**src/tpsa_pkg.sv**
```systemverilog
// Shared types and constants for the two-pool server allocator.
// Used by tpsa_cell, the top level and the port checker.
package tpsa_pkg;

    localparam int MAX_SERVERS = 64;
    localparam int SRV_W       = 6;
    localparam int CNT_W       = 7;
    localparam int S_DATA_W    = 8;
    localparam int M_DATA_W    = 24;

    typedef enum logic [1:0] {
        STAT_OK      = 2'd0,
        STAT_INVALID = 2'd1,
        STAT_FAIL    = 2'd2
    } status_t;

    // One position of the ordered server list
    typedef struct packed {
        logic [SRV_W-1:0] id;
        logic             kind;
        logic             busy;
    } slot_t;

    // Search token walking the row of cells
    typedef struct packed {
        logic             valid;
        logic             s_busy;
        logic             s_kind;
        logic [SRV_W-1:0] s_pos;
        logic             have_want;
        logic [SRV_W-1:0] want_pos;
        logic [SRV_W-1:0] want_id;
        logic             have_other;
        logic [SRV_W-1:0] other_pos;
        logic [SRV_W-1:0] other_id;
    } token_t;

    // Broadcast command from the controller to every cell
    typedef struct packed {
        logic             rebuild;
        logic [CNT_W-1:0] count;
        logic [SRV_W-1:0] scan_id;
        logic             scan_kind;
        logic             grant;
        logic [SRV_W-1:0] grant_pos;
        logic             grant_kind;
        logic             release_op;
        logic [SRV_W-1:0] rel_pos;
        logic [SRV_W-1:0] rel_id;
        logic             rel_kind;
    } cell_cmd_t;

endpackage

```
**src/tpsa_cell.sv**
```systemverilog
// One position of the ordered server list plus one stage of the search token.
// Depends on tpsa_pkg.
module tpsa_cell
    import tpsa_pkg::*;
(
    input  logic             aclk,
    input  logic             aresetn,
    input  cell_cmd_t        cmd,
    input  logic [SRV_W-1:0] cell_pos,
    input  slot_t            up_slot,
    output slot_t            slot,
    input  token_t           tok_in,
    output token_t           tok_out
);

    slot_t            slot_reg, slot_next;
    token_t           tok_reg, tok_next;
    logic [CNT_W-1:0] pos_ext;
    logic             in_pool;
    logic             is_last;
    logic             above_rel;

    assign pos_ext   = {{(CNT_W-SRV_W){1'b0}}, cell_pos};
    assign in_pool   = pos_ext < cmd.count;
    assign is_last   = (pos_ext + CNT_W'(1)) == cmd.count;
    assign above_rel = cell_pos >= cmd.rel_pos;

    // Rebuild, retag on grant, or close the gap and append on release
    always_comb begin
        slot_next = slot_reg;
        if (cmd.rebuild) begin
            slot_next.id   = cell_pos;
            slot_next.kind = 1'b0;
            slot_next.busy = 1'b0;
        end else if (cmd.grant && (cell_pos == cmd.grant_pos)) begin
            slot_next.busy = 1'b1;
            slot_next.kind = cmd.grant_kind;
        end else if (cmd.release_op) begin
            if (is_last) begin
                slot_next.id   = cmd.rel_id;
                slot_next.kind = cmd.rel_kind;
                slot_next.busy = 1'b0;
            end else if (above_rel && in_pool) begin
                slot_next = up_slot;
            end
        end
    end

    // Fold this position into the passing token
    always_comb begin
        tok_next = tok_in;
        if (tok_in.valid && in_pool) begin
            if (slot_reg.id == cmd.scan_id) begin
                tok_next.s_busy = slot_reg.busy;
                tok_next.s_kind = slot_reg.kind;
                tok_next.s_pos  = cell_pos;
            end
            if (!slot_reg.busy && !tok_in.have_want && (slot_reg.kind == cmd.scan_kind)) begin
                tok_next.have_want = 1'b1;
                tok_next.want_pos  = cell_pos;
                tok_next.want_id   = slot_reg.id;
            end
            if (!slot_reg.busy && !tok_in.have_other && (slot_reg.kind != cmd.scan_kind)) begin
                tok_next.have_other = 1'b1;
                tok_next.other_pos  = cell_pos;
                tok_next.other_id   = slot_reg.id;
            end
        end
    end

    always_ff @(posedge aclk) begin
        if (!aresetn) begin
            slot_reg.id   <= cell_pos;
            slot_reg.kind <= 1'b0;
            slot_reg.busy <= 1'b0;
            tok_reg       <= '0;
        end else begin
            slot_reg <= slot_next;
            tok_reg  <= tok_next;
        end
    end

    assign slot    = slot_reg;
    assign tok_out = tok_reg;

endmodule

```
**config.mk**
```make
export PLATFORM = sky130hd
export DESIGN_NAME = tpsa_cell
export DESIGN_NICKNAME = d
export VERILOG_FILES = /design/src/tpsa_pkg.sv /design/src/tpsa_cell.sv
export SDC_FILE = /design/constraint.sdc
export NUM_CORES = 1
export LEC_CHECK = 0
export ABC_AREA = 1
export BUFFER_PORTS_ARGS = -buffer_cell sky130_fd_sc_hd__buf_2
export CORE_MARGIN = 5
export CORE_UTILIZATION = 44
export DETAILED_ROUTE_END_ITERATION = 10
export PLACE_DENSITY = 0.84
export SKIP_LAST_GASP = 1
export SLEW_MARGIN = 20
export SYNTH_ARGS = -nofsm -noshare
export SYNTH_HDL_FRONTEND = slang
export SYNTH_SLANG_ARGS = --single-unit
```
**constraint.sdc**
```tcl
create_clock -name aclk -period 2.1 [get_ports aclk]
set_input_delay 0.42 -clock aclk [delete_from_list [all_inputs] [get_ports aclk]]
set_output_delay 0.42 -clock aclk [all_outputs]
set_load 0.05 [all_outputs]
```
**After elaboration in Yosys (flattened, before gate mapping)**

Index checks and enable logic that the tools add are counted.

- Bits of input ports: 88
- Logic and storage cells: 51
- Flip-flop bits (word level): 43
- Output and inout port bits: 43

- Reductions and logical operators: 15
- Bitwise operators: 1
- Magnitude comparators: 2
- Mux-type cells: 11
- Add/sub/neg operators: 1
- Equal/unequal tests: 8

Operators with widths:

| kind | count |
|---|---|
| 8-bit two-way mux | 6 |
| 34-bit two-way mux | 1 |
| 13-bit two-way mux | 2 |
| 6-bit equality test | 2 |
| 6-bit by 1-bit adder with 7-bit output, second input constant | 1 |
| 7-bit equality test | 1 |
| 1-bit logical AND | 7 |
| 6-bit by 7-bit less-than comparator with 1-bit output | 1 |
| 6-bit >= comparator | 1 |
| 6-bit two-way mux | 1 |
| 4-bit by 1-bit inequality test with 1-bit output, second input constant | 1 |
| 1-bit logical NOT | 3 |
| 3-bit by 1-bit inequality test with 1-bit output, second input constant | 1 |
| 3-bit inequality test, second input constant | 1 |
| 3-bit AND reduction | 1 |
| 3-bit nonzero test | 1 |
| 2-bit two-way mux | 1 |
| 2-bit AND reduction | 1 |
| 2-bit nonzero test | 1 |
| 2-bit OR reduction | 1 |
| 1-bit equality test | 1 |
| 1-bit inequality test | 1 |
| 1-bit inverter | 1 |

**Longest topological paths before layout**

Gate-level depths: netlist (run 1).

- Word-level depth: 8
- Mapped depth: 14
- Gate-level depth less buffers: 14

**Worst setup path after synthesis (run 1)**

Ideal clock, no wire load.

- Kind: input-to-reg
- From: input cell_pos[0]
- To: register slot_reg, in the netlist slot[2], enable pin
- Buffers on the path: 0
- Library setup time: 0.318 ns
- Required time: 1.782 ns
- Path slack: 0.251 ns
- Data arrival time: 1.531 ns
- Stages on the path: 11
- Cell sequence: ha_1 -> inv_1 -> nand2_1 -> nand2_1 -> nor2_1 -> nand3_1 -> nor2_4 -> nand2_4 -> nand2_2 -> nand3_1 -> nand2_1

- Word-level cells in the longest chain between the ends: 4
- Elaborated cells on any way between the ends: 10
- Those cells by class: add/sub: 1; order compare: 2; eq/ne: 4; reduce/logical: 3

Ends and longest elaborated chain:

| element | RTL line | RTL |
|---|---|---|
| start, declared | tpsa_cell.sv:9 | `input logic [SRV_W-1:0] cell_pos,` |
| 6-bit by 1-bit adder with 7-bit output (tied with other cells) | tpsa_cell.sv:25 | `assign is_last = (pos_ext + CNT_W'(1)) == cmd.count;` |
| 7-bit equality test (tied with other cells) | tpsa_cell.sv:25 |  |
| 4-bit by 1-bit inequality test with 1-bit output (no line) / 3-bit inequality test (equally long branches) | - |  |
| 3-bit AND reduction (no line) (*) | - |  |
| end signal, assigned | tpsa_cell.sv:78 | `slot_reg <= slot_next;` |
| end, declared | tpsa_cell.sv:16 | `slot_t slot_reg, slot_next;` |

Mark *: on every way between the ends. The rest lies on a longest branch, timed or not.
A chain may end at the register's enable or synchronous reset.

**Final worst setup path (run 1)**

- From: input cmd[31] in the netlist's numbering
- To: register tok_reg, in the netlist tok_out[28]

- Word-level cells in the longest chain between the ends: 3

Ends and longest elaborated chain:

| element | RTL line | RTL |
|---|---|---|
| start, declared | tpsa_cell.sv:8 | `input cell_cmd_t cmd,` |
| 6-bit by 7-bit less-than comparator with 1-bit output | tpsa_cell.sv:24 | `assign in_pool = pos_ext < cmd.count;` |
| 1-bit logical AND | tpsa_cell.sv:52 | `if (tok_in.valid && in_pool) begin` |
| 34-bit two-way mux | tpsa_cell.sv:52 |  |
| end signal, assigned | tpsa_cell.sv:79 | `tok_reg <= tok_next;` |
| end, declared | tpsa_cell.sv:17 | `token_t tok_reg, tok_next;` |

Every way passes these cells.

==> results by group, run 1 <==
Clocking
  • Hold buffers post-CTS: 0
  • Post-CTS setup buffers: 0
  • Post-CTS sizing: 0
  • CTS tree: built
  • Clock Sinks: 43
  • CTS H-Tree Depth: 2
  • CTS Buffer Depth: 2
  • Clock root buffer: clkbuf_8
  • Clock transition at the registers of the reported paths: 0.08 ns
  • Num CTS Buffers: 5
  • Worst skew pair latency: 0.29 ns

Final layout
  • Post-layout util: 63.9%
  • Most frequent cells in the layout: buf_2 (130), nand2_1 (51), nor2_1 (45)
  • Most common cell after layout, fill and taps aside: buf_2
  • Fin area: 3260 µm²
  • Synthesis-to-finish area growth: 41.6%
  • Nets: 567
  • Max reg flops: 35
  • Ant. Diodes: 0
  • Layout cells sized above 1: 37.3%

Worst hold path
  • Worst hold path type: input port to register

Pwr
  • LEAKAGE: 1.81 nW
  • Total power: 0.00219 W
  • PD cells: 670 nW/µm²
  • Worst vdd ir: 324 µV

Logic synthesis
  • Post-synthesis register bit count: 43
  • Synth top area cells: dfxtp_1 (32%), nand2_1 (8.3%), edfxtp_1 (7.8%), nor2_1 (7.3%), ha_1 (7.1%)
  • Area share of the largest cell type after synthesis: 32.1%
  • Cells after synthesis: 320
  • Post-Syn Area: 2300 µm²
  • Dominant cell type by area after synthesis: dfxtp_1
  • Mapped Nets: 421
  • Syn_area_per_cell: 7.20 µm²
  • Yosys cell types: 29
  • Post-synthesis sequential area ratio: 40.0%
  • Ys Warns: 0

Floorplan
  • # rows: 26
  • Io pins: 131
  • Chip width: 82.4 µm
  • Initial core utilization: 45.1%
  • Core area: 5110 µm²
  • Chip Height: 82.4 µm
  • Die ar.: 6790 µm²

STA
  • Fin crit share: 87.0%
  • Hold slack: 0.342 ns
  • RSZ-0062 raised after global routing: false
  • Slew margin rel.: 77.8%
  • Fin. max-slew vios: 0
  • Highest clock rate: 0.547 GHz
  • Worst Tran Pin Value: 0.330 ns
  • Final hold viol count: 0
  • Max Clock Skew: 0.00851 ns
  • Final Critical Period: 1.83 ns
  • Setup-failing EPs final: 0

Critical path
  • Slowest stage cell, crit path: ha_1
  • Kind of critical path: input port to register
  • Critical Path Source Type: input port
  • Critical path's largest stage delay: 0.30 ns
  • Buf/Inv on CP: 3
  • Worst Path Max Fanout: 10
  • CP required: 2.31 ns
  • Arr. time, crit path: 2.04 ns
  • CP top delay family: compound AO/OA/AOI/OAI gates
  • CP most frequent cell: a21oi_1
  • Crit path capture type: register
  • Cell chain of the critical path: buf_2 > inv_1 > ha_1 > a21oi_1 > o21ai_1 > a21oi_2 > nand2_1 > nor2_2 > buf_4 > o21ai_0 > a21oi_1

GRT
  • Largest net degree at the start of global routing: 34
  • Grt ovf: 0
  • Tot GR Track Use: 21.7%
  • Initial antenna violation count: 0
  • Wire length of the first global-routing pass: 11300 µm
  • Vias in the first global route: 2550

Placed design
  • Post-DP HPWL: 6150 µm
  • Port Buffers: 130
  • Placed cell area: 3160 µm²
  • GPL Wtd Cong: 0.912

Detailed routing
  • Drt wl/cell: 13.8 µm
  • DR vias: 2658
  • Via density: 4.95
  • Drt drc: 0
  • Post-DRT Antenna Nets: 0
  • 1st-pass router iterations: 4
  • Total wire length: 7430 µm
  • DR iter-0 viols: 97

Run status
  • Status: finished, final reports clean

Flow run
  • Max-Cap Viols: 0
routing by layer:
layer | GRT usage, % | wire length (µm)
met1 | 23.5 | 2730
met2 | 38.8 | 3630
met3 | 5.64 | 804
met4 | 10.3 | 257
met5 | 0 | 0
power by group:
group | internal (W) | switching (W) | total [W]
logic | 0.000216 | 0.000466 | 0.000681
registers | 0.000901 | 0.0000307 | 0.000932
clock network | 0.000308 | 0.000264 | 0.000572
synthesized netlist by cell type:
library cell / count
buf_2: 6
nand2_2: 5
o21ai_0: 30
nor2_1: 45
edfxtp_1: 6
nor2_2: 2
clkbuf_1: 2
buf_1: 1
nand3b_1: 1
o21a_1: 1
dfxtp_1: 37
a21oi_1: 27
nand2_4: 1
nand3_1: 13
nand3_2: 2
clkinv_1: 1
nor4_1: 1
inv_2: 6
nand2_1: 51
o21ai_1: 17
xor2_1: 2
nor3_2: 1
a211oi_1: 2
a21oi_2: 1
inv_1: 34
nor2_4: 2
ha_1: 13
o22ai_1: 8
nor3_1: 2
worst paths after layout:
check                                   end  slack [ns]  cells after the start  startpoint
worst min register to register      slot[1]        0.54                      2     slot[1]
worst min-delay path            tok_out[34]        0.34                      3  tok_in[34]
worst max register to register  tok_out[28]        0.35                      8     slot[5]
worst max-delay path            tok_out[28]        0.27                     11     cmd[31]
metrics by stage:
step / instances / setup WS [ns] / setup TNS [ns]
2_1_floorplan: 320 / 0.251 / 0
3_3_place_gp: 529 / 0.0445 / 0
3_5_place_dp: 529 / -0.00937 / -0.0109
4_1_cts: 537 / 0.273 / 0
5_1_grt: 537 / 0.0412 / 0
6_report: 537 / 0.272 / 0
cells by family (layout without fill, tap and decap cells):
| kind of cell | Yosys count | in the layout | share of synthesized area (%) |
|---|---|---|---|
| AO/OA/AOI/OAI | 86 | 86 | 19.6 |
| XOR/XNOR | 2 | 2 | 0.760 |
| adder cells (fa/ha/maj) | 13 | 13 | 7.06 |
| buffers and inverters | 50 | 197 | 8.47 |
| flip-flops | 43 | 43 | 40.0 |
| AND/OR/NAND/NOR | 126 | 126 | 24.2 |
worst min-delay path: cells and delay by family:
| family | cells | cell delay [ns] |
|---|---|---|
| buffers and inverters | 2 | 0.14 |
| AND/OR/NAND/NOR | 1 | 0.05 |
area by class of cell:
| cell class | instances | area, µm² |
|---|---|---|
| fillers | 455 | 1840 |
| multi-input cells | 227 | 1190 |
| flip-flops and latches | 43 | 921 |
| clock buffers | 8 | 101 |
| repair buffers | 148 | 811 |
| well taps | 70 | 87.6 |
| inverters | 41 | 154 |
Power figures use the tool's default switching activity.
==> run 2: changes to the inputs <==
CORE_MARGIN = unset   (was 5)
SETUP_SLACK_MARGIN = 0.05   (was unset)
==> run 2 against run 1 <==
Against the previous run:
- first-iteration DRC count is 4.1% higher
- worst setup slack better by 0.022 ns
- clock power is 11% higher
- via count decreased by 0.38%
- global-route usage grew 3.5 points
- wire length is 9.3% lower
- combinational power shrank 1%
- utilization up 2.9 points
- power rose by 2.3%
- die area down 18%
- critical endpoint is now tok_out[5]
- largest cell class unchanged
- largest power group unchanged
==> results by group, run 2 (synthesis gave the netlist of run 1 again) <==
STA
  • Highest clock rate: 0.554 GHz (was 0.547 GHz)
  • Setup-failing EPs final: 0 (unchanged)
  • Max Clock Skew: 0.00737 ns (was 0.00851 ns)
  • Worst Tran Pin Value: 0.469 ns (was 0.330 ns)
  • Final Critical Period: 1.81 ns (was 1.83 ns)
  • Final hold viol count: 0 (unchanged)
  • Fin. max-slew vios: 0 (unchanged)
  • Hold slack: 0.323 ns (was 0.342 ns)
  • Slew margin rel.: 68.6% (was 77.8%)
  • Fin crit share: 86.0% (was 87.0%)
  • PnR worst setup slack: 0.294 ns (was 0.272 ns)
  • RSZ-0062 raised after global routing: false (unchanged)

Clocking
  • CTS Buffer Depth: 2 (unchanged)
  • Hold buffers post-CTS: 0 (unchanged)
  • CTS H-Tree Depth: 2 (unchanged)
  • Post-CTS sizing: 0 (unchanged)
  • Worst skew pair latency: 0.29 ns (about the same)
  • CTS tree: built (unchanged)
  • Num CTS Buffers: 5 (unchanged)
  • Clock transition at the registers of the reported paths: 0.08 ns (about the same)
  • Clock root buffer: clkbuf_8 (unchanged)
  • Post-CTS setup buffers: 0 (unchanged)
  • Clock Sinks: 43 (unchanged)

Critical path
  • Worst Setup SP: cell_pos[4] (was cmd[31])
  • Arr. time, crit path: 2.03 ns (was 2.04 ns)
  • Worst Path Max Fanout: 20 (was 10)
  • Setup crit end: tok_out[5] (was tok_out[28])
  • Worst r2r dst: tok_out[28] (unchanged)
  • Critical Path Source Type: input port (unchanged)
  • Kind of critical path: input port to register (unchanged)
  • Flop-to-flop setup slack: 0.51 ns (was 0.35 ns)
  • Reg-to-Reg Start: slot[5] (unchanged)
  • R2R cell count: 8 (unchanged)
  • Crit path capture type: register (unchanged)
  • CP required: 2.33 ns (was 2.31 ns)

Pwr
  • Psw: 0.000769 W (was 0.000761 W)
  • Total power: 0.00224 W (was 0.00219 W)
  • Power Internal: 0.00147 W (was 0.00142 W)
  • Clk network pwr share: 28.4% (was 26.2%)
  • Logic pwr share: 30.0% (was 31.2%)
  • Flop pwr share: 41.6% (was 42.6%)
  • PD cells: 686 nW/µm² (was 670 nW/µm²)
  • Worst vdd ir: 401 µV (was 324 µV)
  • LEAKAGE: 1.81 nW (about the same)
  • Net Sw Frac: 34.4% (was 34.8%)

Final layout
  • Most frequent cells in the layout: buf_2 (130), nand2_1 (51), nor2_1 (45) (unchanged)
  • Most common cell after layout, fill and taps aside: buf_2 (unchanged)
  • Layout cells sized above 1: 37.7% (was 37.3%)
  • Ant. Diodes: 0 (unchanged)
  • Synthesis-to-finish area growth: 41.4% (was 41.6%)
  • Post-layout util: 66.8% (was 63.9%)
  • Nets: 567 (unchanged)
  • Filler instances: 424 (was 455)
  • Max reg flops: 35 (unchanged)

Floorplan
  • Chip width: 74.4 µm (was 82.4 µm)
  • Io pins: 131 (unchanged)
  • Chip Height: 74.4 µm (was 82.4 µm)
  • # rows: 25 (was 26)
  • Initial core utilization: 47.2% (was 45.1%)
  • Core area: 4880 µm² (was 5110 µm²)
  • Die ar.: 5530 µm² (was 6790 µm²)

Detailed routing
  • Post-DRT Antenna Nets: 0 (unchanged)
  • Via density: 4.96 (was 4.95)
  • Drt drc: 0 (unchanged)
  • Drt wl/cell: 12.6 µm (was 13.8 µm)
  • DR iter-0 viols: 101 (was 97)
  • Total wire length: 6730 µm (was 7430 µm)
  • 1st-pass router iterations: 4 (unchanged)
  • DR vias: 2648 (was 2658)

Placed design
  • Pre-CTS setup slack: -0.0308 ns (was -0.00937 ns)
  • GPL Wtd Cong: 0.873 (was 0.912)
  • Post-DP HPWL: 5520 µm (was 6150 µm)
  • Port Buffers: 130 (unchanged)

Run status
  • Status: finished, final reports clean (unchanged)

GRT
  • Largest net degree at the start of global routing: 34 (unchanged)
  • Vias in the first global route: 2449 (was 2550)
  • Tot GR Track Use: 25.2% (was 21.7%)
  • Initial antenna violation count: 0 (unchanged)
  • Wire length of the first global-routing pass: 10500 µm (was 11300 µm)
  • Grt ovf: 0 (unchanged)

Worst hold path
  • Worst hold path type: input port to register (unchanged)

Flow run
  • Max-Cap Viols: 0 (unchanged)
==> run 2: worst min-delay path by stage <==
| stage | from | to | slack, ns | cells past startpoint |
|---|---|---|---|---|
| floorplan | tok_in[34] | tok_out[34] | 0.51 | 2 |
| global placement | slot[1] | slot[1] | 0.52 | 2 |
| detailed placement | slot[1] | slot[1] | 0.54 | 2 |
| CTS | tok_in[34] | tok_out[34] | 0.32 | 3 |
| global route | tok_in[34] | tok_out[34] | 0.35 | 3 |
| finish | tok_in[34] | tok_out[34] | 0.32 | 3 |
==> run 2: layout make-up <==
cell class	count	area, µm²	share of cell area [%]
Clock buffer	5	68.8	2.11
Sequential cell	43	921	28.3
Inverter	41	154	4.72
Clock inverter	3	43.8	1.34
Multi-Input combinational cell	227	1190	36.5
Timing Repair Buffer	148	798	24.5
Tap cell	67	83.8	2.57
==> run 2: worst max-delay path, cell delays in order <==
cell and delay [ns]:
buf_2 0.15, ha_1 0.30, a21oi_1 0.13, o21ai_1 0.09, a21oi_2 0.14, nand2_1 0.13, nor3_2 0.18, buf_4 0.26
o21ai_0 0.11, a21oi_1 0.13
==> run 2: power groups by stage <==
stage	Combinational (W)	Clock, W	Sequential, W
CTS	0.000672	0.000644	0.000930
detailed placement	0.000670	0	0.000950
floorplan	0.000212	0	0.00117
finish	0.000671	0.000635	0.000930
global route	0.000736	0.000684	0.000938
global placement	0.000660	0	0.000950
==> run 2: layer usage <==
layer	part of all wire (%)	track usage, %	wire (µm)
met1	40	28.6	2670
met2	47	44.0	3170
met3	9.2	4.74	619
met4	4.1	14.5	278
met5	0	0	0
==> run 2: through the flow <==
| stage | TNS [ns] | std cells | instance area, µm² |
|---|---|---|---|
| final | 0 | 534 | 3260 |
| after CTS | 0 | 534 | 3260 |
| after detailed placement | -0.139 | 526 | 3150 |
| after floorplan | 0 | 320 | 2300 |
| after global routing | 0 | 534 | 3260 |
| after global placement | 0 | 526 | 3150 |
==> run 3: changes to the inputs <==
PLACE_DENSITY = 0.8   (was 0.84)
==> run 3 against run 2 <==
Against the previous run:
- register-to-register slack lost 0.11 ns
- sequential cell count is the same
- cell area shrank 1.3%
- sequential share of layout area grew 0.37 points
- sequential power is essentially flat
- wire length grew 0.19%
- first-iteration DRC count shrank 5.0%
- worst setup slack lost 0.043 ns
- critical path depth is the same
- utilization shrank 0.87 points
- die area is the same
- clock power shrank 21%
- critical endpoint is now tok_out[11]
- highest routed layer unchanged
==> results by group, run 3 (synthesis gave the netlist of run 1 again) <==
Detailed routing
  • DR iter-0 viols: 96 (was 101)
  • Drt wl/cell: 12.7 µm (was 12.6 µm)
  • Via density: 4.84 (was 4.96)
  • Drt drc: 0 (unchanged)
  • Post-DRT Antenna Nets: 0 (unchanged)
  • DR vias: 2573 (was 2648)
  • Total wire length: 6750 µm (was 6730 µm)
  • 1st-pass router iterations: 5 (was 4)

STA
  • Setup-failing EPs final: 0 (unchanged)
  • Fin. max-slew vios: 0 (unchanged)
  • Fin crit share: 88.0% (was 86.0%)
  • Worst Tran Pin Value: 0.368 ns (was 0.469 ns)
  • Sum Neg Setup Slack: 0 ns (unchanged)
  • Highest clock rate: 0.541 GHz (was 0.554 GHz)
  • Final Critical Period: 1.85 ns (was 1.81 ns)
  • Slew margin rel.: 75.2% (was 68.6%)
  • RSZ-0062 raised after global routing: false (unchanged)
  • Max Clock Skew: 0.00816 ns (was 0.00737 ns)
  • Hold slack: 0.328 ns (was 0.323 ns)
  • PnR worst setup slack: 0.251 ns (was 0.294 ns)
  • Final hold viol count: 0 (unchanged)

Pwr
  • Net Sw Frac: 36.2% (was 34.4%)
  • Power Internal: 0.00134 W (was 0.00147 W)
  • Total power: 0.00211 W (was 0.00224 W)
  • Worst vdd ir: 302 µV (was 401 µV)
  • Psw: 0.000762 W (was 0.000769 W)
  • Clk network pwr share: 23.9% (was 28.4%)
  • Flop pwr share: 44.2% (was 41.6%)
  • Logic pwr share: 31.9% (was 30.0%)
  • PD cells: 655 nW/µm² (was 686 nW/µm²)
  • LEAKAGE: 1.79 nW (was 1.81 nW)

Worst hold path
  • Worst hold path type: input port to register (unchanged)

Floorplan
  • Chip Height: 74.4 µm (unchanged)
  • Initial core utilization: 47.2% (unchanged)
  • Io pins: 131 (unchanged)
  • Core area: 4880 µm² (unchanged)
  • Die ar.: 5530 µm² (unchanged)
  • # rows: 25 (unchanged)
  • Chip width: 74.4 µm (unchanged)

Critical path
  • Critical Path Source Type: input port (unchanged)
  • Crit path capture type: register (unchanged)
  • CP required: 2.32 ns (was 2.33 ns)
  • Kind of critical path: input port to register (unchanged)
  • Worst Path Max Fanout: 20 (unchanged)
  • Arr. time, crit path: 2.07 ns (was 2.03 ns)

Final layout
  • Register area: 921 µm² (unchanged)
  • Most frequent cells in the layout: buf_2 (130), nand2_1 (51), nor2_1 (45) (unchanged)
  • Multi-input gate area: 1190 µm² (unchanged)
  • Layout cells sized above 1: 37.2% (was 37.7%)
  • Filler instances: 443 (was 424)
  • Finished Layout Cells: 532 (was 534)
  • Ant. Diodes: 0 (unchanged)
  • Nets: 565 (was 567)
  • Synthesis-to-finish area growth: 39.5% (was 41.4%)
  • Max reg flops: 35 (unchanged)
  • Most common cell after layout, fill and taps aside: buf_2 (unchanged)

GRT
  • Vias in the first global route: 2279 (was 2449)
  • Largest net degree at the start of global routing: 34 (unchanged)
  • Grt ovf: 0 (unchanged)
  • Tot GR Track Use: 24.8% (was 25.2%)
  • Initial antenna violation count: 0 (unchanged)
  • Wire length of the first global-routing pass: 10300 µm (was 10500 µm)

Clocking
  • CTS H-Tree Depth: 2 (unchanged)
  • Num CTS Buffers: 5 (unchanged)
  • Hold buffers post-CTS: 0 (unchanged)
  • Clock Sinks: 43 (unchanged)
  • CTS Buffer Depth: 2 (unchanged)
  • Clock transition at the registers of the reported paths: 0.08 ns (about the same)
  • Clock root buffer: clkbuf_8 (unchanged)
  • CTS tree: built (unchanged)
  • Post-CTS setup buffers: 0 (unchanged)
  • Worst skew pair latency: 0.29 ns (about the same)
  • Post-CTS sizing: 0 (unchanged)

Placed design
  • Pre-CTS setup slack: -0.0422 ns (was -0.0308 ns)
  • GPL Wtd Cong: 0.882 (was 0.873)
  • Post-DP HPWL: 5480 µm (was 5520 µm)
  • Port Buffers: 130 (unchanged)
  • DP Cell Count: 524 (was 526)

Run status
  • Status: finished, final reports clean (unchanged)

Flow run
  • Max-Cap Viols: 0 (unchanged)
==> run 3: cell count changes in the layout (fill, tap and decap cells not counted) <==
| cell | previous run | this run |
|---|---|---|
| buf_4 | 17 | 15 |
| bufinv_16 | 1 | 0 |
| clkbuf_1 | 0 | 1 |
| clkinv_4 | 1 | 0 |
| clkinvlp_4 | 0 | 1 |
==> run 3: worst max-delay path: stages <==
cell	delay (ns)
buf_2	0.16
ha_1	0.31
a21oi_1	0.14
o21ai_1	0.09
a21oi_2	0.16
nand2_1	0.13
nor3_2	0.16
buf_4	0.25
o21ai_0	0.11
a21oi_1	0.14
==> run 3: layer usage <==
layer	vias to the layer above	track usage, %	wire length, µm
li1	1339	-	-
met2	125	43.0	3200
met1	1099	31.1	2920
met5	-	0	0
met3	10	4.61	515
met4	0	7.55	114
==> run 3: path summary, 6_finish.rpt <==
check	endpoint	cells past startpoint	startpoint	slack (ns)
worst min-delay path	tok_out[34]	3	tok_in[34]	0.33
worst max register to register	tok_out[31]	8	slot[6]	0.40
worst max-delay path	tok_out[11]	10	cell_pos[4]	0.25
worst min register to register	slot[1]	2	slot[1]	0.53
==> run 3: final cells by class <==
cell class	count	area share, %
multi-input combinational	227	37.0
tap	67	2.61
inverter	41	4.79
clock inverter	2	0.389
clock buffer	6	2.26
timing repair buffer	146	24.4
sequential	43	28.6
==> run 3: power by group through the flow <==
| stage | sequential, W | clock [W] | combinational, W |
|---|---|---|---|
| after floorplan | 0.00117 | 0 | 0.000212 |
| after global placement | 0.000949 | 0 | 0.000660 |
| after detailed placement | 0.000950 | 0 | 0.000668 |
| after CTS | 0.000930 | 0.000517 | 0.000670 |
| after global routing | 0.000937 | 0.000554 | 0.000732 |
| final | 0.000930 | 0.000504 | 0.000671 |
==> run 3: per-stage QoR <==
stage / utilization [%] / instance area [µm²]
2_1_floorplan: - / 2300
3_3_place_gp: 64.2 / 3130
3_5_place_dp: 64.2 / 3130
4_1_cts: 65.9 / 3220
5_1_grt: 65.9 / 3220
6_report: 65.9 / 3220
